--- config.mk ---
export PLATFORM = sky130hd
export DESIGN_NAME = des_key_schedule_top_flat
export DESIGN_NICKNAME = d
export VERILOG_FILES = /design/src/rtl/des_ks_pkg.sv /design/src/rtl/des_ks_if.sv /design/src/rtl/des_key_schedule_top.sv /design/src/rtl/des_ks_rounds.sv /design/src/flat_wrapper.sv
export SDC_FILE = /design/constraint.sdc
export NUM_CORES = 1
export LEC_CHECK = 0
export BUFFER_PORTS_ARGS = -buffer_cell sky130_fd_sc_hd__buf_2
export CAP_MARGIN = 20
export CORE_ASPECT_RATIO = 0.9
export CORE_MARGIN = 3
export CORE_UTILIZATION = 45
export CTS_BUF_LIST = sky130_fd_sc_hd__clkbuf_8
export DETAILED_ROUTE_END_ITERATION = 7
export GPL_ROUTABILITY_DRIVEN = 0
export PLACE_DENSITY = 0.69
export REMOVE_ABC_BUFFERS = 1
export SETUP_SLACK_MARGIN = 0.5
export SYNTH_ARGS = -nofsm -noshare
export SYNTH_HDL_FRONTEND = slang
export SYNTH_SLANG_ARGS = --single-unit
--- constraint.sdc ---
create_clock -name clk -period 4.8 [get_ports clk]
set_clock_uncertainty 0.05 [all_clocks]
set_input_delay 0.72 -clock clk [delete_from_list [all_inputs] [get_ports clk]]
set_output_delay 0.72 -clock clk [all_outputs]
set_load 0.1 [all_outputs]
--- src/rtl/des_ks_pkg.sv ---
// Package with the DES key schedule tables, types and permutation functions.
package des_ks_pkg;

	// Key bit selection that drops the parity bits: key bit numbers, bit 1 being the most
	// significant.
	localparam byte unsigned PC1_TAB [56] = '{
		8'd57, 8'd49, 8'd41, 8'd33, 8'd25, 8'd17, 8'd9,
		8'd1,  8'd58, 8'd50, 8'd42, 8'd34, 8'd26, 8'd18,
		8'd10, 8'd2,  8'd59, 8'd51, 8'd43, 8'd35, 8'd27,
		8'd19, 8'd11, 8'd3,  8'd60, 8'd52, 8'd44, 8'd36,
		8'd63, 8'd55, 8'd47, 8'd39, 8'd31, 8'd23, 8'd15,
		8'd7,  8'd62, 8'd54, 8'd46, 8'd38, 8'd30, 8'd22,
		8'd14, 8'd6,  8'd61, 8'd53, 8'd45, 8'd37, 8'd29,
		8'd21, 8'd13, 8'd5,  8'd28, 8'd20, 8'd12, 8'd4
	};

	// Subkey compression selection: bit numbers within the joined C and D halves.
	localparam byte unsigned PC2_TAB [48] = '{
		8'd14, 8'd17, 8'd11, 8'd24, 8'd1,  8'd5,
		8'd3,  8'd28, 8'd15, 8'd6,  8'd21, 8'd10,
		8'd23, 8'd19, 8'd12, 8'd4,  8'd26, 8'd8,
		8'd16, 8'd7,  8'd27, 8'd20, 8'd13, 8'd2,
		8'd41, 8'd52, 8'd31, 8'd37, 8'd47, 8'd55,
		8'd30, 8'd40, 8'd51, 8'd45, 8'd33, 8'd48,
		8'd44, 8'd49, 8'd39, 8'd56, 8'd34, 8'd53,
		8'd46, 8'd42, 8'd50, 8'd36, 8'd29, 8'd32
	};

	// Bit i is set when round i+1 rotates by two places; the first two rounds, the ninth
	// and the last rotate by one.
	localparam logic [15:0] ROT_TWO = 16'h7EFC;

	localparam int unsigned HALF_W  = 28;
	localparam int unsigned CD_W    = 56;
	localparam int unsigned KEY_W   = 64;
	localparam int unsigned SUBKEY_W = 48;
	localparam int unsigned ROUND_W = 5;
	localparam logic [ROUND_W-1:0] LAST_ROUND = 5'd16;

	typedef logic [CD_W-1:0]     cd_t;
	typedef logic [ROUND_W-1:0]  round_t;

	// Control from the top level to the round engine.
	typedef struct packed {
		logic load;
		logic adv;
	} rnd_ctl_t;

	// Status from the round engine to the top level.
	typedef struct packed {
		logic valid;
		logic last;
	} rnd_stat_t;

	// Key bit selection of a 64-bit key into the joined halves.
	function automatic cd_t pc1(input logic [KEY_W-1:0] key);
		cd_t r;
		for (int i = 0; i < 56; i++) begin
			r[55-i] = key[6'(64 - int'(PC1_TAB[i]))];
		end
		return r;
	endfunction

	// Subkey compression of the joined halves.
	function automatic logic [SUBKEY_W-1:0] pc2(input cd_t cd);
		logic [SUBKEY_W-1:0] r;
		for (int i = 0; i < 48; i++) begin
			r[47-i] = cd[6'(56 - int'(PC2_TAB[i]))];
		end
		return r;
	endfunction

	// Rotate both 28-bit halves left by one or two places.
	function automatic cd_t rot_cd(input cd_t cd, input logic two);
		logic [HALF_W-1:0] c;
		logic [HALF_W-1:0] d;
		c = cd[55:28];
		d = cd[27:0];
		if (two) begin
			return {c[25:0], c[27:26], d[25:0], d[27:26]};
		end
		return {c[26:0], c[27], d[26:0], d[27]};
	endfunction

endpackage

--- src/rtl/des_ks_if.sv ---
// Handshake interfaces for the key channel and the subkey channel.
interface des_ks_key_if;
	logic        valid;
	logic        ready;
	logic [63:0] key_word;

	modport source (output valid, output key_word, input ready);
	modport sink (input valid, input key_word, output ready);
endinterface

interface des_ks_subkey_if;
	logic        valid;
	logic        ready;
	logic [47:0] subkey;
	logic [4:0]  round_number;
	logic        last_subkey;

	modport source (output valid, output subkey, output round_number, output last_subkey,
		input ready);
	modport sink (input valid, input subkey, input round_number, input last_subkey,
		output ready);
endinterface

--- src/rtl/des_key_schedule_top.sv ---
// Top level of the DES key schedule: key stage, round engine and subkey output register.
// A key's subkeys pass from the key stage through the round engine into the output register.
// Each key yields sixteen subkeys back to back while the output is not held.
// The round engine serves one key at a time and takes a new key when it is empty or its
// last round moves on. Keys are held in a one-entry stage ahead of it while it works.
// Reset clears all valid bits; no state is kept from one key to the next.
module des_key_schedule_top (
	input logic            clk,
	input logic            arst_n,
	des_ks_key_if.sink     keys,
	des_ks_subkey_if.source subkeys
);

	logic                      valid_s1;
	des_ks_pkg::cd_t           cd_s1;
	logic                      valid_s3;
	logic [47:0]               subkey_s3;
	des_ks_pkg::round_t        round_s3;
	logic                      last_s3;

	des_ks_pkg::rnd_ctl_t      rnd_ctl;
	des_ks_pkg::rnd_stat_t     rnd_stat;
	des_ks_pkg::cd_t           rnd_cd;
	des_ks_pkg::round_t        rnd_round;
	logic                      adv3;

	// Stage movement: output register frees up when empty or taken.
	assign adv3         = !valid_s3 || subkeys.ready;
	assign rnd_ctl.adv  = adv3;
	assign rnd_ctl.load = valid_s1 && (!rnd_stat.valid || (adv3 && rnd_stat.last));
	assign keys.ready   = !valid_s1 || rnd_ctl.load;

	// Key stage: key bit selection of the accepted key.
	always_ff @(posedge clk or negedge arst_n) begin
		if (!arst_n) begin
			valid_s1 <= 1'b0;
		end else if (keys.valid && keys.ready) begin
			valid_s1 <= 1'b1;
		end else if (rnd_ctl.load) begin
			valid_s1 <= 1'b0;
		end
	end

	always_ff @(posedge clk) begin
		if (keys.valid && keys.ready) begin
			cd_s1 <= des_ks_pkg::pc1(keys.key_word);
		end
	end

	des_ks_rounds u_rounds (
		.clk          (clk),
		.arst_n       (arst_n),
		.ctl          (rnd_ctl),
		.cd_in        (cd_s1),
		.stat         (rnd_stat),
		.cd           (rnd_cd),
		.round_number (rnd_round)
	);

	// Output register: subkey compression of the current round's halves.
	always_ff @(posedge clk or negedge arst_n) begin
		if (!arst_n) begin
			valid_s3 <= 1'b0;
		end else if (adv3) begin
			valid_s3 <= rnd_stat.valid;
		end
	end

	always_ff @(posedge clk) begin
		if (adv3 && rnd_stat.valid) begin
			subkey_s3 <= des_ks_pkg::pc2(rnd_cd);
			round_s3  <= rnd_round;
			last_s3   <= rnd_stat.last;
		end
	end

	assign subkeys.valid        = valid_s3;
	assign subkeys.subkey       = subkey_s3;
	assign subkeys.round_number = round_s3;
	assign subkeys.last_subkey  = last_s3;

endmodule

--- src/rtl/des_ks_rounds.sv ---
// Round engine: holds the rotated halves of one key and steps through the sixteen rounds.
module des_ks_rounds (
	input  logic                  clk,
	input  logic                  arst_n,
	input  des_ks_pkg::rnd_ctl_t  ctl,
	input  des_ks_pkg::cd_t       cd_in,
	output des_ks_pkg::rnd_stat_t stat,
	output des_ks_pkg::cd_t       cd,
	output des_ks_pkg::round_t    round_number
);

	logic               valid_s2;
	des_ks_pkg::cd_t    cd_s2;
	des_ks_pkg::round_t rnd_s2;
	logic               last;

	assign last = (rnd_s2 == des_ks_pkg::LAST_ROUND);

	// Valid bit: set on a new key, cleared once the last round has moved on.
	always_ff @(posedge clk or negedge arst_n) begin
		if (!arst_n) begin
			valid_s2 <= 1'b0;
			rnd_s2   <= '0;
		end else if (ctl.load) begin
			valid_s2 <= 1'b1;
			rnd_s2   <= 5'd1;
		end else if (ctl.adv && valid_s2) begin
			if (last) begin
				valid_s2 <= 1'b0;
			end else begin
				rnd_s2 <= rnd_s2 + 5'd1;
			end
		end
	end

	// Halves: first round rotates by one, later rounds by the schedule.
	always_ff @(posedge clk) begin
		if (ctl.load) begin
			cd_s2 <= des_ks_pkg::rot_cd(cd_in, 1'b0);
		end else if (ctl.adv && valid_s2 && !last) begin
			cd_s2 <= des_ks_pkg::rot_cd(cd_s2, des_ks_pkg::ROT_TWO[rnd_s2[3:0]]);
		end
	end

	assign stat.valid   = valid_s2;
	assign stat.last    = last;
	assign cd           = cd_s2;
	assign round_number = rnd_s2;

endmodule

--- src/flat_wrapper.sv ---
// flat-port wrapper written by rule: the top's interface ports become plain ports
module des_key_schedule_top_flat 
  (clk, arst_n, keys_valid, keys_key_word, keys_ready, subkeys_valid, subkeys_subkey, subkeys_round_number, subkeys_last_subkey, subkeys_ready);
  des_ks_key_if keys_i ();
  des_ks_subkey_if subkeys_i ();
  input logic clk;
  input logic arst_n;
  input wire logic [$bits(keys_i.valid)-1:0] keys_valid;
  input wire logic [$bits(keys_i.key_word)-1:0] keys_key_word;
  output wire logic [$bits(keys_i.ready)-1:0] keys_ready;
  output wire logic [$bits(subkeys_i.valid)-1:0] subkeys_valid;
  output wire logic [$bits(subkeys_i.subkey)-1:0] subkeys_subkey;
  output wire logic [$bits(subkeys_i.round_number)-1:0] subkeys_round_number;
  output wire logic [$bits(subkeys_i.last_subkey)-1:0] subkeys_last_subkey;
  input wire logic [$bits(subkeys_i.ready)-1:0] subkeys_ready;
  assign keys_i.valid = keys_valid;
  assign keys_i.key_word = keys_key_word;
  assign keys_ready = keys_i.ready;
  assign subkeys_valid = subkeys_i.valid;
  assign subkeys_subkey = subkeys_i.subkey;
  assign subkeys_round_number = subkeys_i.round_number;
  assign subkeys_last_subkey = subkeys_i.last_subkey;
  assign subkeys_i.ready = subkeys_ready;
  des_key_schedule_top u_core (.clk(clk), .arst_n(arst_n), .keys(keys_i), .subkeys(subkeys_i));
endmodule
==> summary.md, run 1 <==
| Metric | Value |
|---|---|
| Post-DP HPWL | roughly 5700 microns |
| Yosys top cell area share | 0.672 |
| TritonCTS buffer count | 17 |
| Area contributors post-synth | edfxtp_1 67%, mux2i_1 5.7%, nand2_1 4.3% |
| Setup crit end kind | primary output |
| Final setup violation count | 0 |
| Number of synthesized flops with an enable pin | roughly 120 |
| CTS max path bufs | 2 |
| Final Hold Vio Count | 0 |
| Maxcap violations | 0 |
| Root Buffer | clkbuf_8 |
| Worst-path fanout max | 18 |
| Static Leak | approximately 2.3 nW |
| Vias/cell | 4.91 |
| Final instance area | 0.00595 sq mm |
| GRT overflow | 0 |
| Post-cts gate resize count | 0 |
| Worst slew pin tran | between 1 and 1.5 ns |
| Post-CTS setup buffer count | 0 |
| DR pass1 iterations | 6 |
| Ys Warns | 0 |
| GR Util met3 | 0.0486 |
| Routing usage on met2 | 0.235 |
| Ports | approximately 120 |
| Final TNS setup | 0 ns |
| Vias in the first global route | between 2k and 3k |
| Period utilization | 0.768 |
| Initial drt markers | about 180 |
| Global routing's busiest layer | met2 |
| Diode count | 0 |
| Placed instance area | 0.00559 sq mm |
| Peak Freq | ~0.27 GHz |
| Core ar. | 0.0111 sq mm |
| Synth Instances | 379 |
| First-pass GRT wire length | between 10000 and 15000 microns |
| Yosys top cell by area | edfxtp_1 |
| Clock latency on the worst-skew pair | about 0.42 ns |
| Hold-fix buffers, CTS | 0 |
| Critical path type | flop to primary output |
| Synth cell types | 31 |
| Htree depth | 4 |
| Seq cells post-synth | roughly 130 |
| Drt total wl | approximately 9000 microns |
| R2R Setup Slk | between 1.5 and 2 ns |
| CP startpoint kind | flop |
| FP Rows | 36 |
| Met1 Usage GRT | 0.192 |
| VDD IR-drop max | around 0.00031 V |
| Top_reg_cell synth | edfxtp_1 |
| Die width | between 100 and 150 microns |
| Final worst path period need | around 3.7 ns |
| Die span in y | roughly 110 microns |
| RSZ-0062 raised after global routing | false |
| Ys async rst share | 0.0640 |
| Syn-to-layout area delta | 13.9% |
| Final net count | between 500 and 600 |
| Setup ws final | 1.11 ns |
| CTS sink cnt | between 100 and 150 |
| Max Slew Vio Count | 0 |
| Wire per inst | 14.5 microns |
| Status | finished, final reports clean |
| Clock transition at path regs | approximately 0.07 ns |
| Gr usage total | 0.149 |
| Antenna-violating nets left | 0 |
| P per Cell Area | around 740 mW/mm^2 |
| Port bufs | 66 |
| Starting Density | 0.472 |
| Worst Path Required | 4.03 ns |
| Syn Std Cell Area | between 0.005 and 0.006 sq mm |
| Vias | 3002 |
| Die footprint | approximately 0.013 sq mm |
| Seq/Total Area, Yosys | 0.710 |
| Share of cells above drive strength 1 | 0.228 |
| Crit path DAT | 2.92 ns |
| DRC | 0 |
| Syn_area_per_cell | 13.8 sq um |
| CTS tree | built |
| Slew HR | 0.309 |
| Initial antenna violation count | 0 |
| Pre-CTS setup slack | roughly 1.5 ns |
| Worst hold path type | input port to async pin |
| Largest net degree at the start of global routing | slightly below 60 |
## layout make-up
cell class              count  area, sq um
multi-input cells         225         1260
repair buffers             73          395
inverters                   6         22.5
clock inverters            14          135
clock buffers              17          234
fillers                   946         5130
flip-flops and latches    125         3710
well taps                 152          190
## path summary, 6_finish.rpt
path                                                  from                               to  cells past startpoint
hold / removal                                      arst_n  u_core.u_rounds.round_number[4]                      1
min in group clk                         keys_key_word[19]                  u_core.cd_s1[9]                      1
max in group asynchronous                           arst_n  u_core.u_rounds.round_number[3]                      1
hold reg to reg                     u_core.u_rounds.cd[15]        u_core.subkeys.subkey[23]                      0
setup reg to reg           u_core.u_rounds.round_number[1]                 u_core.cd_s1[53]                      8
setup / recovery           u_core.u_rounds.round_number[1]                       keys_ready                      7
## state kept, by name (all words and copies together) (netlist names)
signal                        cells
u_core.valid_s1                   1
u_core.u_rounds.cd               56
u_core.cd_s1                     28
u_core.subkeys.last_subkey        1
u_core.u_rounds.round_number      5
u_core.subkeys.round_number       5
u_core.subkeys.valid              1
u_core.u_rounds.valid_s2          1
u_core.subkeys.subkey            27
## stage by stage
| step | total power [mW] | hold slack (ns) | std cells | utilization |
|---|---|---|---|---|
| CTS | 4.47 | 0.0637 | 612 | 0.537 |
| floorplan | 3.28 | 0.374 | 356 | - |
| global placement | 3.55 | 0.416 | 580 | 0.502 |
| detailed placement | 3.61 | 0.412 | 581 | 0.504 |
| finish | 4.43 | 0.0821 | 612 | 0.537 |
| global route | 4.72 | 0.0557 | 612 | 0.537 |
## synth_stat cells, types with 3 or more instances
master    count
dfrtp_1       8
nand2b_1      3
nand3_1      28
buf_4        24
nand2_1      60
o21ai_0       7
inv_1         6
buf_2         7
mux2i_1      30
buf_6         6
o21ai_1      25
a21oi_1      29
nor2_1        3
and2_1        3
clkbuf_1      4
edfxtp_1    117
## kinds of logic (layout without fill, tap and decap cells)
kind of cell,Yosys count,after routing,share of synthesized area
muxes,30,30,0.0574
adders and majority gates,2,2,0.00478
xor gates and xnor gates,2,2,0.00335
other,1,21,0.000717
AOI/OAI and AO/OA,68,68,0.0703
and+or+nand+nor,102,102,0.0902
buffers and inverters,49,110,0.0632
DFF,125,125,0.710
## critical path, cell delays in order, from the launching register on
cell and delay [ns]:
dfrtp_1 0.43, inv_1 0.13, ha_1 0.23, nand4bb_4 0.15
o21ai_2 0.60, buf_4 0.36, or2_2 0.17, buf_2 0.42
## report_power, final
group          internal, mW  total, mW  switching, mW  leakage, nW
clock                 0.492      0.860          0.367        0.196
combinational         0.449       1.62           1.18        0.925
sequential             1.74       1.95          0.211         1.22
total                  2.68       4.43           1.75         2.34
## cell usage in the layout (no fill, tap or decap), drive strengths merged, types with 2 or more instances in the layout
cell type    n
edfxtp     117
buf         73
nand2       60
o21ai       34
mux2i       30
a21oi       29
nand3       28
conb        21
clkbuf      17
clkinv       9
dfrtp        8
inv          8
nand2b       3
nor2         3
bufinv       3
and2         3
xnor2        2
ha           2
## routing by layer
| metal | share of wire | vias to the layer above |
|---|---|---|
| met4 | 0.011 | 0 |
| met3 | 0.073 | 9 |
| met1 | 0.43 | 1408 |
| met5 | 0 | - |
| li1 | - | 1474 |
| met2 | 0.49 | 111 |
Note: power is estimated with default switching activity, not from simulation.
==> run 2: changes to the inputs <==
Settings changed: ABC_AREA set to 1, PLACE_DENSITY 0.69 to 0.71.
Clock period 4.8 ns to 3.15 ns, I/O delays scaled along.
==> run 2 against run 1 <==
Core utilization rose by 0.092 points. Hold slack improved by 0.091 ns. Synthesized cell count is 32% higher. Combinational power increased by 77%. Sequential share of layout area down 3.5 points. Die area is 5.5% higher. Highest routed layer unchanged.
==> summary.md, run 2 <==
| Metric | Value |
|---|---|
| Combinational share of power | 0.394 (was 0.366) |
| Complex-gate fraction of the synthesized area | 0.0217 (was 0.0703) |
| P per Cell Area | 1150 mW/mm^2 (was 745 mW/mm^2) |
| Synth Instances | 500 (was 379) |
| Share of cells above drive strength 1 | 0.205 (was 0.228) |
| DR pass1 iterations | 7 (was 6) |
| Critical path type | flop to primary output (unchanged) |
| Leading cell type by number of instances after synthesis | nand2_1 (was edfxtp_1) |
| Worst slew pin tran | 0.715 ns (was 1.04 ns) |
| Setup crit end kind | primary output (unchanged) |
| Starting Density | 0.472 (about the same) |
| Syn-to-layout area delta | 14.0% (was 13.9%) |
| Final worst path period need | 2.44 ns |
| First-pass GRT wire length | 16200 microns (was 14700 microns) |
| Die span in y | 111 microns (was 108 microns) |
| Ports | 124 (unchanged) |
| Seq cells post-synth | 125 (unchanged) |
| Top_reg_cell synth | edfxtp_1 (unchanged) |
| Placed instance count | 699 (was 581) |
| Worst Path Required | 2.63 ns (was 4.03 ns) |
| Clock latency on the worst-skew pair | 0.42 ns (about the same) |
| Synth cell types | 22 (was 31) |
| Static Leak | 2.73 nW (was 2.34 nW) |
| Port bufs | 66 (unchanged) |
| Maxcap violations | 0 (unchanged) |
| TritonCTS buffer count | 17 (unchanged) |
| CTS max path bufs | 2 (unchanged) |
| Initial antenna violation count | 0 (unchanged) |
| Die width | 123 microns (was 120 microns) |
| Drt total wl | 9990 microns (was 8880 microns) |
| Core ar. | 0.0117 sq mm (was 0.0111 sq mm) |
| Vias | 3644 (was 3002) |
| Initial drt markers | 287 (was 177) |
| Antenna-violating nets left | 0 (unchanged) |
| CTS tree | built (unchanged) |
| Post-Synth XOR/XNOR Area | 0.00317 (was 0.00335) |
| CTS sink cnt | 125 (unchanged) |
| Largest net degree at the start of global routing | 63 (was 59) |
| Vias/cell | 4.98 (was 4.91) |
| Seq/Total Area, Yosys | 0.671 (was 0.710) |
| # fillers | 1042 (was 946) |
| Syn Std Cell Area | 0.00553 sq mm (was 0.00523 sq mm) |
| GRT overflow | 0 (unchanged) |
| Root Buffer | clkbuf_8 (unchanged) |
| Final TNS setup | 0 ns (unchanged) |
| VDD IR-drop max | 0.000506 V (was 0.000312 V) |
| Final setup violation count | 0 (unchanged) |
| Synth Area in Adders | 0.00452 (was 0.00478) |
| Period utilization | 0.776 |
| FP Rows | 37 (was 36) |
| Worst-path fanout max | 6 (was 18) |
| Yosys top cell by area | edfxtp_1 (unchanged) |
| Ys Warns | 0 (unchanged) |
| Internal power | 4.20 mW (was 2.68 mW) |
| Setup ws final | 0.705 ns (was 1.11 ns) |
| Worst hold path type | input port to flop (was input port to async pin) |
| Htree depth | 4 (unchanged) |
| Slew HR | 0.522 (was 0.309) |
| Vias in the first global route | 3320 (was 2909) |
| Pwr Total | 7.26 mW (was 4.43 mW) |
| Ys async rst share | 0.0640 (unchanged) |
| Max FFs per register | 56 (unchanged) |
| Commonest non-fill, non-tap cells in the layout | 138 x nand2_1, 117 x edfxtp_1, 65 x buf_2, 51 x nand4_1, 47 x inv_1 (was 117 x edfxtp_1, 66 x buf_2, 60 x nand2_1, 30 x mux2i_1, 29 x a21oi_1) |
| Gr usage total | 0.150 (was 0.149) |
| Largest family of logic cells by synthesized area | simple AND/OR/NAND/NOR gates (unchanged) |
| Post-synthesis mux area share | 0 (was 0.0574) |
| Clock Power Share | 0.195 (was 0.194) |
| Commonest non-fill, non-tap cell in the layout | nand2_1 (was edfxtp_1) |
| Syn_area_per_cell | 11.1 sq um (was 13.8 sq um) |
| Yosys top cell area share | 0.635 (was 0.672) |
| Peak Freq | a little over 0.4 GHz |
| Wire per inst | 13.6 microns (was 14.5 microns) |
| Post-DP HPWL | 6030 microns (was 5710 microns) |
| Post-CTS setup buffer count | 0 (unchanged) |
| Number of synthesized flops with an enable pin | 117 (unchanged) |
| Max Slew Vio Count | 0 (unchanged) |
| DRC | 0 (unchanged) |
| Die footprint | 0.0137 sq mm (was 0.0130 sq mm) |
| Crit path DAT | 1.92 ns (was 2.92 ns) |
| Status | finished, final reports clean (unchanged) |
| Area contributors post-synth | edfxtp_1 64%, nand2_1 9.4%, nand4_1 5.8% (was edfxtp_1 67%, mux2i_1 5.7%, nand2_1 4.3%) |
| Final non-filler cell total | 732 (was 612) |
| Diode count | 0 (unchanged) |
| Switching Share | 0.422 (was 0.396) |
| Final net count | 633 (was 518) |
| RSZ-0062 raised after global routing | false (unchanged) |
| CP startpoint kind | flop (unchanged) |
| Simple-gate share of the synthesized area | 0.204 (was 0.0902) |
| Pre-CTS setup slack | 0.915 ns (was 1.52 ns) |
| Final Hold Vio Count | 0 (unchanged) |
| Sequential power share | 0.411 (was 0.440) |
| Switch Pwr | 3.06 mW (was 1.75 mW) |
| Clock transition at path regs | 0.07 ns (about the same) |
| Post-synth top cells | 138 x nand2_1, 117 x edfxtp_1, 51 x nand4_1, 47 x inv_1, 33 x nand3_1 (was 117 x edfxtp_1, 60 x nand2_1, 30 x mux2i_1, 29 x a21oi_1, 28 x nand3_1) |
## run 2: final timing paths
kind / from / to / slack [ns] / depth (start not counted)
min: keys_key_word[11] / u_core.cd_s1[10] / 0.17 / 1
max in group asynchronous: arst_n / u_core.u_rounds.round_number[2] / 2.50 / 2
min in group asynchronous: arst_n / u_core.u_rounds.round_number[4] / 0.37 / 2
min reg2reg: u_core.u_rounds.cd[8] / u_core.subkeys.subkey[12] / 0.41 / 0
max reg2reg: u_core.u_rounds.round_number[1] / u_core.u_rounds.cd[27] / 0.94 / 12
max: u_core.u_rounds.round_number[1] / keys_ready / 0.71 / 9
## run 2: power by group through the flow
stage	Combinational, mW	Sequential [mW]	Clock [mW]
global route	3.14	3.05	1.52
detailed placement	2.85	3.02	0
finish	2.86	2.99	1.41
floorplan	1.48	3.80	0
global placement	2.77	3.00	0
CTS	2.87	2.99	1.44
## run 2: worst max-delay path, cell delays in order (launching register included)
cell and delay (ns):
dfrtp_1 0.44, inv_1 0.11, ha_1 0.19, nand2_1 0.06, inv_1 0.06, nand2_2 0.07, nand2_2 0.10, nand2_1 0.05
nand2_1 0.09, clkbuf_4 0.34
## run 2: kinds of logic after synthesis
kind of cell	count (synthesis)
DFF	125
xor gates and xnor gates	2
other	1
adders and majority gates	2
and+or+nand+nor	245
AOI/OAI and AO/OA	24
buffers and inverters	101
## run 2: final cells by class
type                            count  area [sq um]  area share
Sequential cell                   125          3710       0.589
Clock buffer                       17           234      0.0371
Timing Repair Buffer               77           430      0.0683
Multi-Input combinational cell    294          1380       0.218
Inverter                           48           180      0.0286
Tap cell                          156           195      0.0310
Clock inverter                     15           174      0.0276
## run 2: layer usage
metal,part of all wire,vias to the layer above,wire length [microns],global-route usage
met4,0.013,0,128,0.0485
met2,0.49,124,4900,0.235
met3,0.062,16,617,0.0403
met5,0,-,0,0
li1,-,1800,-,-
met1,0.43,1704,4340,0.204
## run 2: stage by stage
stage	utilization	hold WS [ns]	area (sq um)
2_1_floorplan	-	0.127	5260
3_3_place_gp	0.502	0.277	5880
3_5_place_dp	0.502	0.280	5880
4_1_cts	0.538	0.144	6300
5_1_grt	0.538	0.138	6300
6_report	0.538	0.173	6300
## run 2: what timing repair did
item / 4_1_cts / 5_1_grt
hold endpoints to repair: 8 / 0
resized for setup: 0 / 1
hold buffers: 1 / 0
endpoints found under the setup margin: 0 / 1
==> run 3: changes to the inputs <==
Settings changed: ABC_AREA 1 to 0, PLACE_DENSITY 0.71 to 0.69.
Clock period 3.15 ns to 2.47 ns, I/O delays scaled along.
==> run 3 against run 2 <==
Critical path depth is 3 lower. Sequential power is 27% higher. Cell area is 1.6% higher. Clock power is 13% higher. Hold slack worse by 0.10 ns. Via count is 14% lower. Total power is 29% higher. Sequential share of layout area is 0.95 points lower. Setup slack worse by 0.37 ns.
==> summary.md, run 3 (synthesis results as in run 1) <==
| Metric | Value |
|---|---|
| Critical path type | flop to primary output (unchanged) |
| R2R Setup Slk | 0.37 ns (was 0.94 ns) |
| Initial antenna violation count | 0 (unchanged) |
| Largest net degree at the start of global routing | 41 (was 63) |
| Drt total wl | 9870 microns (was 9990 microns) |
| Peak Freq | about 0.47 GHz |
| Core ar. | 0.0111 sq mm (was 0.0117 sq mm) |
| CP startpoint kind | flop (unchanged) |
| Placed instance area | 0.00567 sq mm (was 0.00588 sq mm) |
| Antenna-violating nets left | 0 (unchanged) |
| Pwr Total | 9.33 mW (was 7.26 mW) |
| Vias in the first global route | 3035 (was 3320) |
| Gr usage total | 0.155 (was 0.150) |
| Final net count | 544 (was 633) |
| FP Rows | 36 (was 37) |
| WHS | 0.0710 ns (was 0.173 ns) |
| Worst hold path type | input port to flop (unchanged) |
| Critical path capture point | keys_ready (unchanged) |
| Commonest non-fill, non-tap cell in the layout | edfxtp_1 (was nand2_1) |
| Post-DP HPWL | 5850 microns (was 6030 microns) |
| Port bufs | 66 (unchanged) |
| Crit path DAT | 1.71 ns (was 1.92 ns) |
| Met1 Usage GRT | 0.206 (was 0.204) |
| Status | finished, final reports clean (unchanged) |
| Share of cells above drive strength 1 | 0.302 (was 0.205) |
| Wire per inst | 15.5 microns (was 13.6 microns) |
| P per Cell Area | 1460 mW/mm^2 (was 1150 mW/mm^2) |
| CTS max path bufs | 2 (unchanged) |
| Clock transition at path regs | 0.07 ns (about the same) |
| Critical Path Source | u_core.u_rounds.round_number[0] (was u_core.u_rounds.round_number[1]) |
| Root Buffer | clkbuf_8 (unchanged) |
| Setup crit end kind | primary output (unchanged) |
| Routing usage on met2 | 0.239 (was 0.235) |
| First-pass GRT wire length | 15300 microns (was 16200 microns) |
| Final worst path period need | between 2 and 2.5 ns |
| Fin util | 0.578 (was 0.538) |
| TritonCTS buffer count | 17 (unchanged) |
| Diode count | 0 (unchanged) |
| Starting Density | 0.472 (about the same) |
| CTS sink cnt | 125 (unchanged) |
| Ports | 124 (unchanged) |
| Reg2reg end | u_core.u_rounds.cd[12] (was u_core.u_rounds.cd[27]) |
| VDD IR-drop max | 0.000653 V (was 0.000506 V) |
| Final setup violation count | 0 (unchanged) |
| Setup ws final | 0.335 ns (was 0.705 ns) |
| Register-to-Register Path Depth | 8 (was 12) |
| Maxcap violations | 0 (unchanged) |
| Pre-CTS setup slack | 0.280 ns (was 0.915 ns) |
| Static Leak | 2.52 nW (was 2.73 nW) |
| Final Hold Vio Count | 0 (unchanged) |
| Launch point of the worst reg-to-reg path | u_core.u_rounds.round_number[1] (unchanged) |
| DRC | 0 (unchanged) |
| DR pass1 iterations | 4 (was 7) |
| Commonest non-fill, non-tap cells in the layout | 117 x edfxtp_1, 65 x buf_2, 59 x nand2_1, 29 x a21oi_1, 28 x nand3_1 (was 138 x nand2_1, 117 x edfxtp_1, 65 x buf_2, 51 x nand4_1, 47 x inv_1) |
| Worst Path Required | 2.05 ns (was 2.63 ns) |
| RSZ-0062 raised after global routing | true (was false) |
| Global routing's busiest layer | met2 (unchanged) |
| GRT overflow | 0 (unchanged) |
| Die span in y | 108 microns (was 111 microns) |
| Final instance area | 0.00641 sq mm (was 0.00630 sq mm) |
| Syn-to-layout area delta | 22.5% (was 14.0%) |
| GR Util met3 | 0.0481 (was 0.0403) |
| Die footprint | 0.0130 sq mm (was 0.0137 sq mm) |
| Placed instance count | 589 (was 699) |
| Die width | 120 microns (was 123 microns) |
| Period utilization | 0.864 |
| Final TNS setup | 0 ns (unchanged) |
| Htree depth | 4 (unchanged) |
| Max Slew Vio Count | 0 (unchanged) |
| Initial drt markers | 231 (was 287) |
| Final non-filler cell total | 639 (was 732) |
| Max FFs per register | 56 (unchanged) |
| Vias/cell | 4.90 (was 4.98) |
| Vias | 3132 (was 3644) |
| Clock latency on the worst-skew pair | 0.42 ns (about the same) |
| CTS tree | built (unchanged) |
| Worst-path fanout max | 2 (was 6) |
-- run 3: report_power, final --
part	total [mW]	internal [mW]	switching (mW)
Combinational	3.93	1.41	2.52
Clock	1.59	0.849	0.741
Sequential	3.81	3.38	0.434
-- run 3: worst min path at each step --
stage / start / endpoint / cells past startpoint
finish: keys_key_word[2] / u_core.cd_s1[19] / 1
global route: keys_key_word[4] / u_core.cd_s1[31] / 1
CTS: keys_key_word[2] / u_core.cd_s1[19] / 1
detailed placement: arst_n / u_core.subkeys.valid / 1
global placement: arst_n / u_core.subkeys.valid / 1
floorplan: arst_n / u_core.subkeys.valid / 0
-- run 3: worst max-delay path: stages (launching register included) --
cell and delay [ns]:
dfrtp_1 0.39, inv_2 0.09, ha_4 0.16, nand4bb_4 0.14, o21ai_4 0.19, or2_4 0.16
buf_12 0.17
-- run 3: per-layer routing --
| metal | up-vias | routed length (microns) |
|---|---|---|
| li1 | 1525 | - |
| met1 | 1486 | 4400 |
| met2 | 112 | 4670 |
| met3 | 9 | 697 |
| met4 | 0 | 106 |
| met5 | - | 0 |
-- run 3: area by class of cell --
cell class / count / area [sq um]
clock inverter: 12 / 83.8
timing repair buffer: 99 / 762
clock buffer: 20 / 275
tap: 152 / 190
fill: 906 / 4670
sequential: 125 / 3710
multi-input combinational: 225 / 1360
inverter: 6 / 22.5
-- run 3: timing repair --
action,CTS,global route
hold endpoints to repair,8,0
resized for setup,16,19
hold buffers,1,0
gates cloned,3,2
pin swaps,5,3
buffers inserted,9,3
endpoints found under the setup margin,85,77
